<file path="config.mk">
export PLATFORM = sky130hd
export DESIGN_NAME = ppfs_expander_flat
export DESIGN_NICKNAME = d
export VERILOG_FILES = /design/src/rtl/core/ppfs_pkg.sv /design/src/rtl/core/ppfs_if.sv /design/src/rtl/core/ppfs_expander.sv /design/src/flat_wrapper.sv
export SDC_FILE = /design/constraint.sdc
export NUM_CORES = 1
export LEC_CHECK = 0
export ABC_AREA = 1
export ABC_CLOCK_PERIOD_IN_PS = 4100
export BUFFER_PORTS_ARGS = -buffer_cell sky130_fd_sc_hd__buf_2
export CAP_MARGIN = 0
export CORE_ASPECT_RATIO = 2
export CORE_UTILIZATION = 45
export CTS_BUF_LIST = sky130_fd_sc_hd__clkbuf_4 sky130_fd_sc_hd__clkbuf_8
export DETAILED_ROUTE_END_ITERATION = 16
export PLACE_DENSITY = 0.72
export SLEW_MARGIN = 15
export SYNTH_ARGS = -nofsm -noshare
export SYNTH_HDL_FRONTEND = slang
export SYNTH_SLANG_ARGS = --single-unit
</file>
<file path="constraint.sdc">
create_clock -name clk_i -period 4.1 [get_ports clk_i]
set_clock_uncertainty 0.1 [all_clocks]
set_input_delay 0.82 -clock clk_i [delete_from_list [all_inputs] [get_ports clk_i]]
set_output_delay 0.82 -clock clk_i [all_outputs]
set_load 0.1 [all_outputs]
</file>
<file path="src/rtl/core/ppfs_pkg.sv">
`timescale 1ns / 1ps
// Shared types, widths and constants for the pixel persistence fade scaler.
// No dependencies; every file of the block but ppfs_ram refers to this package.
package ppfs_pkg;

  // Field widths
  localparam int COL_W      = 6;
  localparam int ROW_W      = 5;
  localparam int LEVEL_W    = 8;
  localparam int RGB_W      = 24;
  localparam int SCALE_W    = 4;
  localparam int PITCH_W    = 10;
  localparam int DECAY_W    = 8;
  localparam int BYTE_OFF_W = 19;
  localparam int BPP_SHIFT  = 2;                       // four bytes per target pixel
  localparam int OFF_W      = BYTE_OFF_W - BPP_SHIFT;  // offset in pixels, wraps
  localparam int TX_W       = 9;                       // column * scale, at most 63*8
  localparam int TY_W       = 8;                       // row * scale, at most 31*8
  localparam int IDX_W      = 17;

  // Configuration port
  localparam int CFG_IDX_W  = 3;
  localparam int CFG_DATA_W = 24;

  typedef enum logic [CFG_IDX_W-1:0] {
    CFG_FADE_ENABLE      = 3'd0,
    CFG_DECAY_STEP       = 3'd1,
    CFG_FOREGROUND_RGB   = 3'd2,
    CFG_BACKGROUND_RGB   = 3'd3,
    CFG_PIXEL_SCALE      = 3'd4,
    CFG_TARGET_ROW_PITCH = 3'd5
  } cfg_idx_e;

  // Register reset values
  localparam logic               FADE_RST  = 1'b0;
  localparam logic [DECAY_W-1:0] DECAY_RST = 8'd16;
  localparam logic [RGB_W-1:0]   FG_RST    = 24'hFF_FFFF;
  localparam logic [RGB_W-1:0]   BG_RST    = 24'h00_0000;
  localparam logic [SCALE_W-1:0] SCALE_RST = 4'd1;
  localparam logic [PITCH_W-1:0] PITCH_RST = 10'd64;

  // Levels
  localparam logic [LEVEL_W-1:0] LIT_LEVEL  = 8'hFF;
  localparam logic [LEVEL_W-1:0] DARK_LEVEL = 8'h00;

  // Parameter defaults
  localparam int SRC_WIDTH_DEF  = 64;
  localparam int SRC_HEIGHT_DEF = 32;
  localparam int MAX_SCALE_DEF  = 8;

  // One resolved source pixel handed to the replication stage
  typedef struct packed {
    logic [OFF_W-1:0]   base;   // pixel offset of the top-left target pixel
    logic [RGB_W-1:0]   rgb;
    logic [LEVEL_W-1:0] level;
  } ppfs_item_t;

endpackage

</file>
<file path="src/rtl/core/ppfs_if.sv">


interface ppfs_out_if;
  logic                           valid;
  logic                           ready;
  logic [ppfs_pkg::BYTE_OFF_W-1:0] byte_offset;
  logic [7:0]                     red;
  logic [7:0]                     green;
  logic [7:0]                     blue;
  logic [ppfs_pkg::LEVEL_W-1:0]    alpha;
  logic                           last;

  modport source (output valid, byte_offset, red, green, blue, alpha, last, input ready);
  modport sink   (input valid, byte_offset, red, green, blue, alpha, last, output ready);
endinterface

</file>
<file path="src/rtl/core/ppfs_expander.sv">
`timescale 1ns / 1ps
// Replication stage: turns one resolved source pixel into scale x scale target beats.
// Depends on ppfs_pkg and ppfs_out_if; its registers are the block's output register.
module ppfs_expander #(
  parameter int MAX_SCALE = ppfs_pkg::MAX_SCALE_DEF
) (
  input  logic                           clk_i,
  input  logic                           rst_ni,
  input  logic                           item_vld_i,
  input  ppfs_pkg::ppfs_item_t           item_i,
  output logic                           item_rdy_o,
  input  logic [ppfs_pkg::SCALE_W-1:0]   scale_i,
  input  logic [ppfs_pkg::PITCH_W-1:0]   pitch_i,
  ppfs_out_if.source                     pix_o
);

  localparam int CNT_W = (MAX_SCALE > 1) ? $clog2(MAX_SCALE) : 1;

  logic                           vld_q, vld_d;
  logic [CNT_W-1:0]               sx_q, sy_q;
  logic [ppfs_pkg::OFF_W-1:0]     off_q, row_start_q;
  logic [ppfs_pkg::RGB_W-1:0]     rgb_q;
  logic [ppfs_pkg::LEVEL_W-1:0]   level_q;
  logic [ppfs_pkg::SCALE_W-1:0]   smax;
  logic                           col_end, last_beat, out_fire, item_fire;

  // Position within the scale x scale block; sy runs inner
  assign smax      = scale_i - ppfs_pkg::SCALE_W'(1);
  assign col_end   = (ppfs_pkg::SCALE_W'(sy_q) == smax);
  assign last_beat = col_end && (ppfs_pkg::SCALE_W'(sx_q) == smax);
  assign out_fire  = vld_q && pix_o.ready;

  // Take a new pixel when empty or when the last beat leaves
  assign item_rdy_o = !vld_q || (out_fire && last_beat);
  assign item_fire  = item_vld_i && item_rdy_o;

  always_comb begin
    vld_d = vld_q;
    if (item_fire) begin
      vld_d = 1'b1;
    end else if (out_fire && last_beat) begin
      vld_d = 1'b0;
    end
  end

  // Beat counters
  always_ff @(posedge clk_i or negedge rst_ni) begin
    if (!rst_ni) begin
      vld_q <= 1'b0;
      sx_q  <= '0;
      sy_q  <= '0;
    end else begin
      vld_q <= vld_d;
      if (item_fire) begin
        sx_q <= '0;
        sy_q <= '0;
      end else if (out_fire && !last_beat) begin
        if (col_end) begin
          sx_q <= sx_q + CNT_W'(1);
          sy_q <= '0;
        end else begin
          sy_q <= sy_q + CNT_W'(1);
        end
      end
    end
  end

  // Offsets step by one pixel per column and by the pitch per row
  always_ff @(posedge clk_i) begin
    if (item_fire) begin
      off_q       <= item_i.base;
      row_start_q <= item_i.base;
      rgb_q       <= item_i.rgb;
      level_q     <= item_i.level;
    end else if (out_fire && !last_beat) begin
      if (col_end) begin
        row_start_q <= row_start_q + ppfs_pkg::OFF_W'(1);
        off_q       <= row_start_q + ppfs_pkg::OFF_W'(1);
      end else begin
        off_q <= off_q + ppfs_pkg::OFF_W'(pitch_i);
      end
    end
  end

  assign pix_o.valid       = vld_q;
  assign pix_o.byte_offset = ppfs_pkg::BYTE_OFF_W'(off_q) << ppfs_pkg::BPP_SHIFT;
  assign pix_o.red         = rgb_q[23:16];
  assign pix_o.green       = rgb_q[15:8];
  assign pix_o.blue        = rgb_q[7:0];
  assign pix_o.alpha       = level_q;
  assign pix_o.last        = last_beat;

  // Counters stay inside the block while a pixel is held
  a_cnt_range : assert property (@(posedge clk_i) disable iff (!rst_ni)
    vld_q |-> (ppfs_pkg::SCALE_W'(sx_q) <= smax) && (ppfs_pkg::SCALE_W'(sy_q) <= smax))
    else $error("replication counter beyond scale");

  // Final beat with nothing behind it empties the stage
  a_drain : assert property (@(posedge clk_i) disable iff (!rst_ni)
    out_fire && last_beat && !item_vld_i |=> !vld_q)
    else $error("stage still valid after final beat");

  // A stalled beat holds its offset and level
  a_hold : assert property (@(posedge clk_i) disable iff (!rst_ni)
    vld_q && !pix_o.ready |=> vld_q && $stable(off_q) && $stable(level_q))
    else $error("output beat changed while stalled");

endmodule

</file>
<file path="src/flat_wrapper.sv">
// flat-port wrapper written by rule: the top's interface ports become plain ports
module ppfs_expander_flat 
#(
  parameter int MAX_SCALE = ppfs_pkg::MAX_SCALE_DEF
)
  (clk_i, rst_ni, item_vld_i, item_i, item_rdy_o, scale_i, pitch_i, pix_o_valid, pix_o_byte_offset, pix_o_red, pix_o_green, pix_o_blue, pix_o_alpha, pix_o_last, pix_o_ready);
  ppfs_out_if pix_o_i ();
  input  logic clk_i;
  input  logic rst_ni;
  input  logic item_vld_i;
  input  ppfs_pkg::ppfs_item_t item_i;
  output logic item_rdy_o;
  input  logic [ppfs_pkg::SCALE_W-1:0] scale_i;
  input  logic [ppfs_pkg::PITCH_W-1:0] pitch_i;
  output wire logic [$bits(pix_o_i.valid)-1:0] pix_o_valid;
  output wire logic [$bits(pix_o_i.byte_offset)-1:0] pix_o_byte_offset;
  output wire logic [$bits(pix_o_i.red)-1:0] pix_o_red;
  output wire logic [$bits(pix_o_i.green)-1:0] pix_o_green;
  output wire logic [$bits(pix_o_i.blue)-1:0] pix_o_blue;
  output wire logic [$bits(pix_o_i.alpha)-1:0] pix_o_alpha;
  output wire logic [$bits(pix_o_i.last)-1:0] pix_o_last;
  input wire logic [$bits(pix_o_i.ready)-1:0] pix_o_ready;
  assign pix_o_valid = pix_o_i.valid;
  assign pix_o_byte_offset = pix_o_i.byte_offset;
  assign pix_o_red = pix_o_i.red;
  assign pix_o_green = pix_o_i.green;
  assign pix_o_blue = pix_o_i.blue;
  assign pix_o_alpha = pix_o_i.alpha;
  assign pix_o_last = pix_o_i.last;
  assign pix_o_i.ready = pix_o_ready;
  ppfs_expander #(.MAX_SCALE(MAX_SCALE)) u_core (.clk_i(clk_i), .rst_ni(rst_ni), .item_vld_i(item_vld_i), .item_i(item_i), .item_rdy_o(item_rdy_o), .scale_i(scale_i), .pitch_i(pitch_i), .pix_o(pix_o_i));
endmodule
</file>
**Word-level counts from Yosys, hierarchy flattened**

Cells that the tools add are included.
Widths: inputs -> output; s select.

- Input port bits: 67
- Register bits after elaboration: 73
- Word-level logic and storage cells: 40

- Add/subtract/negate cells: 5
- Mux-type cells: 14
- Equality and inequality tests: 2
- Reductions and logical operators: 12

Operator list:

| operator | count |
|---|---|
| $mux 17 | 6 |
| $mux 3 | 6 |
| $add 17x1->17 const B | 1 |
| $add 17x10->17 | 1 |
| $eq 3x4->1 | 2 |
| $add 3x1->3 const B | 2 |
| $reduce_bool 2->1 | 3 |
| $logic_and 1x1->1 | 5 |
| $sub 4x1->4 const B | 1 |
| $logic_not 1->1 | 2 |
| $mux 1 | 2 |
| $reduce_and 2->1 | 1 |
| $logic_or 1x1->1 | 1 |

**Longest topological paths before layout**

Gate-level depths: netlist of run 1.

- Depth in word-level cells: 8
- Gate-level depth with buffers: 15

**Worst setup path before layout of run 1**

No wires, ideal clock.

- Kind: in2reg
- Start: input scale_i[0] (netlist bit)
- End: register u_core.row_start_q[0] (netlist bit) (enable)
- Data arrival time: 3.050 ns
- Cell stages on the path: 9
- Data required time: 3.585 ns
- Slack: 0.536 ns
- Cell sequence: inv_2 -> ha_1 -> inv_2 -> nand2_1 -> nand2_1 -> nor2_2 -> nand4_1 -> clkbuf_1 -> o21ai_0

- Word-level cells in the longest chain between the ends: 8
- Elaborated cells between the ends (all ways): 12
- Those cells by class: add/sub (1); eq/ne (2); reduce/logical (9)

RTL lines:

| item | line | text |
|---|---|---|
| start, declared | flat_wrapper.sv:13 | `input logic [ppfs_pkg::SCALE_W-1:0] scale_i;` |
| $sub 4x1->4 (*) | ppfs_expander.sv:28 | `assign smax = scale_i - ppfs_pkg::SCALE_W'(1);` |
| $eq 3x4->1, on equally long branches | ppfs_expander.sv:29, ppfs_expander.sv:30 |  |
| $logic_and 1x1->1 | ppfs_expander.sv:30 | `assign last_beat = col_end && (ppfs_pkg::SCALE_W'(sx_q) == smax);` |
| $logic_and 1x1->1 | ppfs_expander.sv:34 | `assign item_rdy_o = !vld_q \|\| (out_fire && last_beat);` |
| $logic_or 1x1->1 | ppfs_expander.sv:34 |  |
| $logic_and 1x1->1 | ppfs_expander.sv:35 | `assign item_fire = item_vld_i && item_rdy_o;` |
| $reduce_bool 2->1 (no line) | -- |  |
| $reduce_and 2->1 (no line) (*) | -- |  |
| end signal, assigned | ppfs_expander.sv:72 | `row_start_q <= item_i.base;` |
| end signal, assigned | ppfs_expander.sv:77 | `row_start_q <= row_start_q + ppfs_pkg::OFF_W'(1);` |
| end, declared | ppfs_expander.sv:21 | `logic [ppfs_pkg::OFF_W-1:0] off_q, row_start_q;` |

Every way passes the cells marked *; elsewhere a longest branch is shown, timed or not.
A chain may end at the register's enable or synchronous reset.

**Final worst setup path of run 1**

- Start: input scale_i[0] (netlist bit)
- End: output item_rdy_o

- Word-level cells in the longest chain between the ends: 5
- Elaborated cells between the ends (all ways): 6
- Those cells by class: add/sub (1); eq/ne (2); reduce/logical (3)

RTL lines:

| item | line | text |
|---|---|---|
| $sub 4x1->4 (*) | ppfs_expander.sv:28 |  |
| $eq 3x4->1, on equally long branches | ppfs_expander.sv:29, ppfs_expander.sv:30 |  |
| $logic_and 1x1->1 (*) | ppfs_expander.sv:30 |  |
| $logic_and 1x1->1 (*) | ppfs_expander.sv:34 |  |
| $logic_or 1x1->1 (*) | ppfs_expander.sv:34 |  |
| end, declared | flat_wrapper.sv:12 | `output logic item_rdy_o;` |

Marked as above.

==> flow_summary_export.csv, run 1 <==
group,metric,value,unit
routing,antenna_left,0,
die,rows,49,
final_layout,n_antenna_cell,0,
die,core,9010,um^2
critical_path,reg2reg_from,"u_core.sy_q[1]$_DFFE_PN0P_",
pwr,ir_worst_vdd,0.321,mV
final_layout,drive_above_1_share,25.2,%
synthesis,yosys.area.top_type,"edfxtp_1",
die,io_pins,121,
global_routing,grt_util_all_layers,21.1,%
final_layout,fill_cells,839,
cts,cts.sinks,73,
cts,clock_latency,0.36,ns
final_layout,nets,700,
sta,period_share,88.3,%
routing,routed-via-count,3674,
synthesis,yosys.cell_types.count,35,
outcome,status,"completed",
critical_path,crit_arrival,2.70,ns
routing,drt_wl_total,9730,um
critical_path,cp-endpoint,"item_rdy_o",
routing,wire_per_inst,13.4,um
routing,route.detailed.drc,0,
sta,setup_viol,0,
sta,slew_viol_final,0,
die,die_h,139,um
final_layout,syn2layout_area_growth,20.3,%
die,initial_core_util,46.8,%
min_path,worstHoldPathType,"in2async",
synthesis,ys_ff_latch,73,
flow_run,drv_cap,0,
critical_path,worst_r2r_path_depth,13,
placement,routabilityCongestion,0.835,
synthesis,ys.warnings.count,0,
cts,htreeDepth,3,
synthesis,yosys-top-cells-area,"edfxtp_1 (47%), nand2_1 (17%), inv_1 (5.1%), dfrtp_1 (4.2%), ha_1 (4.2%)",
placement,io_buffer_count,118,
synthesis,netlist_area,4220,um^2
routing,vias_per_cell,5.07,
global_routing,grt_overflow,0,
sta,fin_crit,3.62,ns
pwr,totalPowerFinal,3.12,mW
global_routing,grt_pass1_wl,16200,um
cts,clk_pin_slew,0.09,ns
critical_path,crit_family,"simple AND/OR/NAND/NOR gates",
critical_path,cp_slowest_cell,"buf_2",
final_layout,multi_input_comb_area,1740,um^2
placement,hpwlAfterDp,7830,um
critical_path,cp.required,3.18,ns
critical_path,rr_endpoint,"u_core.off_q[15]$_DFFE_PP_",
critical_path,cpPeakStageDelay,0.42,ns
critical_path,r2r_setup_slack,1.42,ns
routing,firstDrtPassIters,4,
global_routing,grt_pass1_vias,3833,
sta,holdWs,0.184,ns
critical_path,critical_path.startpoint,"scale_i[0]",
sta,fmax,276,MHz
cts,cts_tree,"done",
pwr,total_leakage_power,2.58,nW
synthesis,synthTopCellsByCount,"nand2_1 (194), edfxtp_1 (66), inv_1 (57)",
synthesis,synth_edf_count,66,
global_routing,antenna_found_initial,0,
cts,hold_buffers,0,
synthesis,ys.flop_type,"edfxtp_1",
synthesis,syn_inst,495,
sta,grt_setup_unrepaired,"false",
cts,clock_path_buffers,2,
synthesis,synth-seq-area-share,51.1,%
critical_path,path_max_fanout,12,
sta,fin_setup_tns,0,ns
critical_path,crit_path_cell_trace,"buf_2 -> inv_2 -> ha_1 -> inv_2 -> nand2_1 -> nand2_1 -> nor2_2 -> nand2_2 -> nor2_4 -> nand2_2 -> nand2_2 -> nand2_1 -> inv_1 -> buf_2",
cts,cts_buffers,9,
critical_path,cp-end-kind,"primary output",
cts,clockRootBuffer,"clkbuf_8",
cts,post_cts_resized,0,
synthesis,synthArstFlopShare,9.59,%
synthesis,synth_most_common_cell,"nand2_1",
sta,final_hold_viol_count,0,
die,die_w,70.5,um
die,dieArea,9790,um^2
global_routing,grt_max_degree,39,
pwr,power_density,614,nW/um^2
critical_path,cp-start-kind,"input port",
cts,cts_setup_buffers,0,
routing,drt_iter0_drc,173,
synthesis,yosysTopAreaCellShare,47.0,%
critical_path,cp_num_cells,14,
final_layout,seq_area,2160,um^2
critical_path,cp.buffers_inverters,5,
critical_path,setup.worst_path.class,"in2out",
synthesis,avgSynthCellArea,8.52,um^2
## final cells by class
class,count,area share (%)
multi-input combinational,350,34.2
inverter,61,4.51
clock inverter,7,1.18
tap,102,2.51
clock buffer,9,2.44
sequential,73,42.5
timing repair buffer,123,12.6
## cells by family after synthesis
logic type / synth area share (%)
AO/OA/AOI/OAI: 5.19
XOR/XNOR: 3.74
adder cells (fa/ha/maj): 4.63
buffers and inverters: 7.77
flip-flops: 51.1
other: 0.0889
AND/OR/NAND/NOR: 27.4
## worst register-to-register path: cells and delay by family, from the launching register on
kind / cells / cell delay (ns)
simple gates: 10 / 1.34
buf+inv: 3 / 0.75
flops: 1 / 0.39
## metal layers
layer | track usage, % | up-vias | share of wire (%)
li1 | - | 1849 | -
met1 | 19.0 | 1665 | 34
met2 | 40.7 | 136 | 56
met3 | 4.94 | 24 | 6.5
met4 | 12.1 | 0 | 3.5
met5 | 0 | - | 0
## state kept, by name, summed over array words and instances (netlist names)
signal and flops:
u_core.rgb_q 24, u_core.off_q 17, u_core.row_start_q 17, u_core.pix_o.alpha 8, u_core.sx_q 3, u_core.sy_q 3, u_core.pix_o.valid 1
## cell usage in the layout (no fill, tap or decap), types with 2 or more instances in the layout
master	instances
inv_2	4
edfxtp_1	66
o21ai_2	2
ha_1	14
xnor2_1	6
nand3b_1	3
xor2_1	12
o21ai_1	2
inv_6	3
or2_2	3
o211ai_1	4
nor2_1	27
a21oi_1	6
conb_1	2
buf_4	4
nand4_1	7
nand2_1	194
nand2_2	4
clkbuf_8	9
inv_1	57
buf_2	118
clkinvlp_4	3
dfrtp_1	7
o21ai_0	18
nor3_1	5
nand3_1	31
## worst min path at each step
stage | end | slack [ns] | cells past startpoint | start
global route | u_core.sx_q[1]$_DFFE_PN0P_ | 0.18 | 1 | rst_ni
global placement | u_core.sx_q[1]$_DFFE_PN0P_ | 0.49 | 2 | u_core.sx_q[1]$_DFFE_PN0P_
detailed placement | u_core.sx_q[0]$_DFFE_PN0P_ | 0.50 | 2 | u_core.sx_q[0]$_DFFE_PN0P_
CTS | u_core.sy_q[2]$_DFFE_PN0P_ | 0.17 | 1 | rst_ni
floorplan | u_core.pix_o.valid$_DFFE_PN0P_ | 0.42 | 0 | rst_ni
finish | u_core.sy_q[2]$_DFFE_PN0P_ | 0.18 | 1 | rst_ni
## where the power goes
group	internal [mW]	switching (mW)	total, mW
clock	0.229	0.298	0.528
combinational	0.404	1.11	1.52
sequential	0.970	0.101	1.07
## per-stage QoR
step	instances	instance area [um^2]	utilization [%]	setup WS (ns)
3_3_place_gp	709	4890	54.3	0.531
4_1_cts	725	5070	56.3	0.474
5_1_grt	725	5070	56.3	0.302
2_1_floorplan	496	4220	-	0.536
6_report	725	5070	56.3	0.480
3_5_place_dp	709	4890	54.3	0.475
Power figures use the tool's default switching activity.
==> run 2, diff against run 1 <==
ABC_AREA = default   (was 1)
PLACE_DENSITY = 0.73   (was 0.72)
==> run 2 against run 1 <==
  * Sequential cell count is the same
  * Fmax grew 2.7%
  * Sequential share of layout area grew 2.6 points
  * Via count shrank 15%
  * Clock power grew 13%
  * Global-route usage shrank 0.72 points
  * Combinational power grew 11%
  * Synthesized cell count shrank 30%
  * Setup slack gained 0.097 ns
  * Die area shrank 7.8%
  * Clock-buffer cell count is the same
  * Highest routed layer unchanged
==> flow_summary_export.csv, run 2 <==
group,metric,value,unit
final_layout,mostFrequentLayoutCell,"buf_2",
sta,setup_ws,0.576,ns
synthesis,yosys-top-cells-area,"edfxtp_1 (51%), a21oi_1 (5.0%), dfrtp_1 (4.5%), ha_1 (4.5%), xnor2_1 (3.8%)",
placement,routabilityCongestion,0.795,
cts,cts_setup_buffers,0,
final_layout,final_cell_mix,"buf_2 (118), edfxtp_1 (66), a21oi_1 (39), nor2_1 (35), nand2_1 (22)",
synthesis,netlist_area,3880,um^2
sta,fin_setup_tns,0,ns
routing,routed-via-count,3135,
global_routing,antenna_found_initial,0,
flow_run,drv_cap,0,
critical_path,cp.required,3.18,ns
pwr,totalPowerFinal,3.41,mW
sta,slew_headroom,52.5,%
critical_path,cp-endpoint,"item_rdy_o",
final_layout,fill_cells,704,
final_layout,n_antenna_cell,0,
sta,slew_viol_final,0,
synthesis,ys_ff_latch,73,
critical_path,crit_family,"buffers and inverters",
routing,vias_per_cell,5.52,
die,die_w,67.7,um
die,core,8290,um^2
global_routing,grt_max_degree,37,
final_layout,top_register,"u_core.rgb_q",
critical_path,cp.buffers_inverters,3,
synthesis,synthArstFlopShare,9.59,%
routing,wire_per_inst,15.8,um
die,initial_core_util,46.8,%
critical_path,rr_endpoint,"u_core.off_q[16]$_DFFE_PP_",
global_routing,grt_util_all_layers,20.4,%
synthesis,synthTopCellsByCount,"edfxtp_1 (66), a21oi_1 (39), nor2_1 (35)",
synthesis,yosys.area.top_type,"edfxtp_1",
final_layout,largestRegisters,"u_core.rgb_q (24), u_core.off_q (17), u_core.row_start_q (17)",
final_layout,nets,547,
cts,clk_pin_slew,0.08,ns
final_layout,syn2layout_area_growth,23.2,%
final_layout,multi_input_comb_area,1620,um^2
die,rows,47,
cts,clock_path_buffers,2,
routing,route.detailed.drc,0,
cts,post_cts_resized,0,
critical_path,r2r_setup_slack,1.23,ns
outcome,status,"completed",
critical_path,path_max_fanout,5,
cts,cts.sinks,73,
cts,hold_buffers,0,
die,die_h,133,um
cts,clock_latency,0.35,ns
pwr,power_density,712,nW/um^2
critical_path,reg2reg_from,"u_core.off_q[0]$_DFFE_PP_",
min_path,worstHoldPathType,"in2async",
critical_path,cp_slowest_cell,"buf_2",
routing,antenna_left,0,
synthesis,avgSynthCellArea,11.3,um^2
critical_path,cp_num_cells,7,
sta,setup_viol,0,
synthesis,syn_inst,345,
synthesis,yosysTopAreaCellShare,51.0,%
critical_path,crit_arrival,2.60,ns
pwr,total_leakage_power,2.00,nW
critical_path,crit_path_cell_trace,"buf_2 -> inv_1 -> ha_1 -> xor2_1 -> nand4_2 -> o41ai_4 -> buf_2",
sta,fin_crit,3.52,ns
sta,final_hold_viol_count,0,
critical_path,cpPeakStageDelay,0.50,ns
global_routing,grt_overflow,0,
routing,firstDrtPassIters,4,
cts,htreeDepth,3,
final_layout,seq_area,2160,um^2
critical_path,critical_path.startpoint,"scale_i[0]",
cts,clockRootBuffer,"clkbuf_8",
placement,hpwlAfterDp,6910,um
global_routing,grt_pass1_wl,13600,um
critical_path,cp-start-kind,"input port",
routing,drt_iter0_drc,169,
pwr,ir_worst_vdd,0.316,mV
placement,pre_cts_ws,0.512,ns
global_routing,grt_pass1_vias,3025,
synthesis,synth_edf_count,66,
critical_path,worst_r2r_path_depth,8,
critical_path,setup.worst_path.class,"in2out",
critical_path,cp-end-kind,"primary output",
sta,worst_pin_slew,0.711,ns
cts,cts_tree,"done",
placement,io_buffer_count,118,
critical_path,worst_path_most_repeated_cell,"buf_2",
final_layout,largest_register_ffs,24,
sta,period_share,85.9,%
synthesis,ys.flop_type,"edfxtp_1",
synthesis,yosys.cell_types.count,53,
sta,fmax,284,MHz
synthesis,ys.warnings.count,0,
cts,cts_buffers,9,
die,io_pins,121,
final_layout,drive_above_1_share,31.1,%
synthesis,synth_most_common_cell,"edfxtp_1",
synthesis,synth-seq-area-share,55.5,%
sta,grt_setup_unrepaired,"false",
die,dieArea,9030,um^2
routing,drt_wl_total,8960,um
-- run 2: cell count changes in the layout (fill, tap and decap cells not counted), moves of 8 or more --
cell,previous run,this run
nand2_1,194,22
inv_1,57,9
a21oi_1,6,39
nand3_1,31,17
xnor2_1,6,17
nor2_1,27,35
-- run 2: kinds of logic after synthesis --
group | after synthesis | share of synthesized area, %
buffers and inverters | 24 | 2.90
AO/OA/AOI/OAI | 84 | 13.6
other | 1 | 0.0966
XOR/XNOR | 31 | 7.18
adder cells (fa/ha/maj) | 15 | 5.03
flip-flops | 73 | 55.5
AND/OR/NAND/NOR | 110 | 13.7
multiplexers | 7 | 1.90
-- run 2: final cells by class --
type / count / area share [%]
inverters: 10 / 0.811
multi-input cells: 249 / 33.9
clock buffers: 9 / 2.59
well taps: 98 / 2.56
repair buffers: 122 / 13.2
flip-flops and latches: 73 / 45.1
clock inverters: 7 / 1.78
-- run 2: layer usage --
layer,part of all wire (%),global-route usage [%],vias up
met5,0,0,-
met4,2.2,9.46,0
met3,6.8,4.62,16
met2,54,37.2,126
met1,37,20.6,1463
li1,-,-,1530
-- run 2: where the power goes --
group | switching [mW] | internal (mW)
logic | 1.20 | 0.482
clock network | 0.262 | 0.336
registers | 0.121 | 1.01
total | 1.58 | 1.83
-- run 2: metrics by stage --
stage	cell area, um^2	hold slack [ns]	utilization (%)	instances
floorplan	3890	0.410	-	346
global placement	4570	0.457	55.2	552
detailed placement	4570	0.453	55.2	552
CTS	4780	0.187	57.7	568
global route	4780	0.195	57.7	568
finish	4780	0.197	57.7	568
-- run 2: how the worst min path moves through the flow --
stage / start / to / cells after the start / slack [ns]
2_1_floorplan: u_core.sy_q[2]$_DFFE_PN0P_ / u_core.sy_q[2]$_DFFE_PN0P_ / 1 / 0.41
3_3_place_gp: u_core.sx_q[2]$_DFFE_PN0P_ / u_core.sx_q[2]$_DFFE_PN0P_ / 2 / 0.46
3_5_place_dp: u_core.sy_q[2]$_DFFE_PN0P_ / u_core.sy_q[2]$_DFFE_PN0P_ / 1 / 0.45
4_1_cts: rst_ni / u_core.sx_q[0]$_DFFE_PN0P_ / 1 / 0.19
5_1_grt: rst_ni / u_core.sx_q[2]$_DFFE_PN0P_ / 1 / 0.19
6_report: rst_ni / u_core.sx_q[0]$_DFFE_PN0P_ / 1 / 0.20
==> run 3, diff against run 2 <==
ABC_CLOCK_PERIOD_IN_PS = 4500   (was 4100)
clock period = 4.5 ns   (was 4.1 ns; I/O delays follow)
==> run 3 against run 2 <==
  * Setup slack better by 0.16 ns
  * Via count is 1.3% lower
  * Die area stayed put
  * Non-clock buffer count is 1 lower
  * Utilization is 0.47 points lower
  * Clock power is 17% lower
  * Total power is 11% lower
  * Routed wire length is 1.2% lower
  * Critical path type unchanged
==> flow_summary_export.csv, run 3 (same netlist as run 2, synthesis figures left out) <==
group,metric,value,unit
final_layout,fill_cells,721,
pwr,internal-power,1.61,mW
routing,routed-via-count,3094,
sta,worst_pin_slew,0.894,ns
cts,clock_path_buffers,2,
min_path,worstHoldPathType,"in2async",
final_layout,multi_input_comb_area,1620,um^2
placement,io_buffer_count,118,
pwr,total_leakage_power,1.98,nW
pwr,power_frac_comb,49.9,%
placement,placedCellCount,551,
final_layout,final_util,57.2,%
cts,cts_tree,"done",
die,core,8290,um^2
cts,post_cts_resized,0,
placement,routabilityCongestion,0.803,
die,io_pins,121,
final_layout,final_cell_mix,"buf_2 (118), edfxtp_1 (66), a21oi_1 (39), nor2_1 (35), nand2_1 (22)",
routing,vias_per_cell,5.46,
cts,cts_buffers,9,
critical_path,r2r_setup_slack,1.59,ns
critical_path,cp-start-kind,"input port",
outcome,status,"completed",
routing,firstDrtPassIters,4,
pwr,switching_share,47.0,%
die,die_w,67.7,um
final_layout,largestRegisters,"u_core.rgb_q (24), u_core.off_q (17), u_core.row_start_q (17)",
final_layout,syn2layout_area_growth,22.2,%
sta,setup_viol,0,
cts,hold_buffers,0,
placement,pre_cts_ws,0.736,ns
critical_path,path_max_fanout,5,
sta,slew_headroom,40.4,%
sta,grt_setup_unrepaired,"false",
routing,drt_wl_total,8860,um
pwr,power_density,642,nW/um^2
routing,wire_per_inst,15.6,um
critical_path,critical_path.startpoint,"scale_i[0]",
routing,drt_iter0_drc,142,
global_routing,grt_max_degree,42,
cts,cts_setup_buffers,0,
critical_path,reg2reg_from,"u_core.off_q[0]$_DFFE_PP_",
final_layout,seq_area,2160,um^2
sta,fin_crit,3.76,ns
global_routing,antenna_found_initial,0,
sta,setup_ws,0.739,ns
final_layout,drive_above_1_share,31.3,%
die,dieArea,9030,um^2
die,rows,47,
pwr,seqPwrFrac,33.8,%
critical_path,crit_family,"buffers and inverters",
die,initial_core_util,46.8,%
cts,cts.sinks,73,
critical_path,setup.worst_path.class,"in2out",
cts,clock_latency,0.35,ns
pwr,switchingPower,1.43,mW
critical_path,cp-end-kind,"primary output",
placement,hpwlAfterDp,6870,um
critical_path,cp.buffers_inverters,3,
final_layout,final_cells,567,
cts,clk_pin_slew,0.08,ns
final_layout,top_register,"u_core.rgb_q",
critical_path,rr_endpoint,"u_core.off_q[14]$_DFFE_PP_",
final_layout,nets,546,
cts,clockRootBuffer,"clkbuf_8",
critical_path,crit_arrival,2.76,ns
global_routing,grt_util_all_layers,20.8,%
critical_path,worst_r2r_path_depth,8,
global_routing,grt_overflow,0,
routing,antenna_left,0,
critical_path,cp.required,3.50,ns
critical_path,cpPeakStageDelay,0.50,ns
flow_run,drv_cap,0,
global_routing,grt_pass1_vias,3013,
sta,final_hold_viol_count,0,
sta,fmax,266,MHz
routing,route.detailed.drc,0,
final_layout,mostFrequentLayoutCell,"buf_2",
critical_path,crit_path_cell_trace,"buf_2 -> inv_1 -> ha_1 -> xor2_1 -> nand4_2 -> o41ai_4 -> buf_2",
sta,slew_viol_final,0,
pwr,clockPowerShare,16.3,%
final_layout,n_antenna_cell,0,
die,die_h,133,um
critical_path,cp_slowest_cell,"buf_2",
pwr,ir_worst_vdd,0.309,mV
final_layout,largest_register_ffs,24,
cts,htreeDepth,3,
sta,fin_setup_tns,0,ns
critical_path,worst_path_most_repeated_cell,"buf_2",
global_routing,grt_pass1_wl,13900,um
sta,period_share,83.6,%
run 3: cell count changes in the layout (fill, tap and decap cells not counted), sizes merged:
cell      before  now
clkinv         6    4
clkinvlp       0    2
buf          122  121
bufinv         2    1
clkbuf         9   10
run 3: per-layer routing:
layer  global-route usage (%)  up-vias  wire length [um]
li1                         -     1517                 -
met1                     21.2     1448              3200
met2                     37.1      110              4860
met3                     5.05       19               555
met4                     10.2        0               245
met5                        0        -                 0
run 3: through the flow:
stage                     hold WS [ns]  power, mW  instance area [um^2]
after floorplan                  0.410       2.27                  3890
after global placement           0.456       2.52                  4550
after detailed placement         0.451       2.55                  4550
after CTS                        0.263       3.05                  4740
after global routing             0.270       3.20                  4740
final                            0.269       3.04                  4740
run 3: worst reg2reg max path, stage by stage, from the launching register on:
cell	delay, ns
edfxtp_1	0.42
ha_1	0.26
fa_1	0.43
a21oi_1	0.21
o22ai_1	0.18
o21ai_0	0.55
or3_1	0.19
nand3_1	0.08
a22o_1	0.24
run 3: power by group through the flow:
| stage | sequential, mW | combinational, mW | clock, mW |
|---|---|---|---|
| after floorplan | 1.59 | 0.689 | 0 |
| final | 1.03 | 1.52 | 0.497 |
| after global placement | 1.04 | 1.49 | 0 |
| after CTS | 1.03 | 1.52 | 0.508 |
| after global routing | 1.05 | 1.63 | 0.530 |
| after detailed placement | 1.04 | 1.51 | 0 |
run 3: worst max-delay path by stage:
stage	to	slack, ns	cells after the start
2_1_floorplan	u_core.off_q[1]$_DFFE_PP_	0.27	9
3_3_place_gp	item_rdy_o	0.81	7
3_5_place_dp	item_rdy_o	0.74	7
4_1_cts	item_rdy_o	0.72	7
5_1_grt	item_rdy_o	0.64	7
6_report	item_rdy_o	0.74	7
run 3: area by class of cell:
class	count	share of cell area (%)
well taps	98	2.58
inverters	10	0.818
flip-flops and latches	73	45.5
multi-input cells	249	34.2
repair buffers	121	12.9
clock inverters	6	1.24
clock buffers	10	2.77
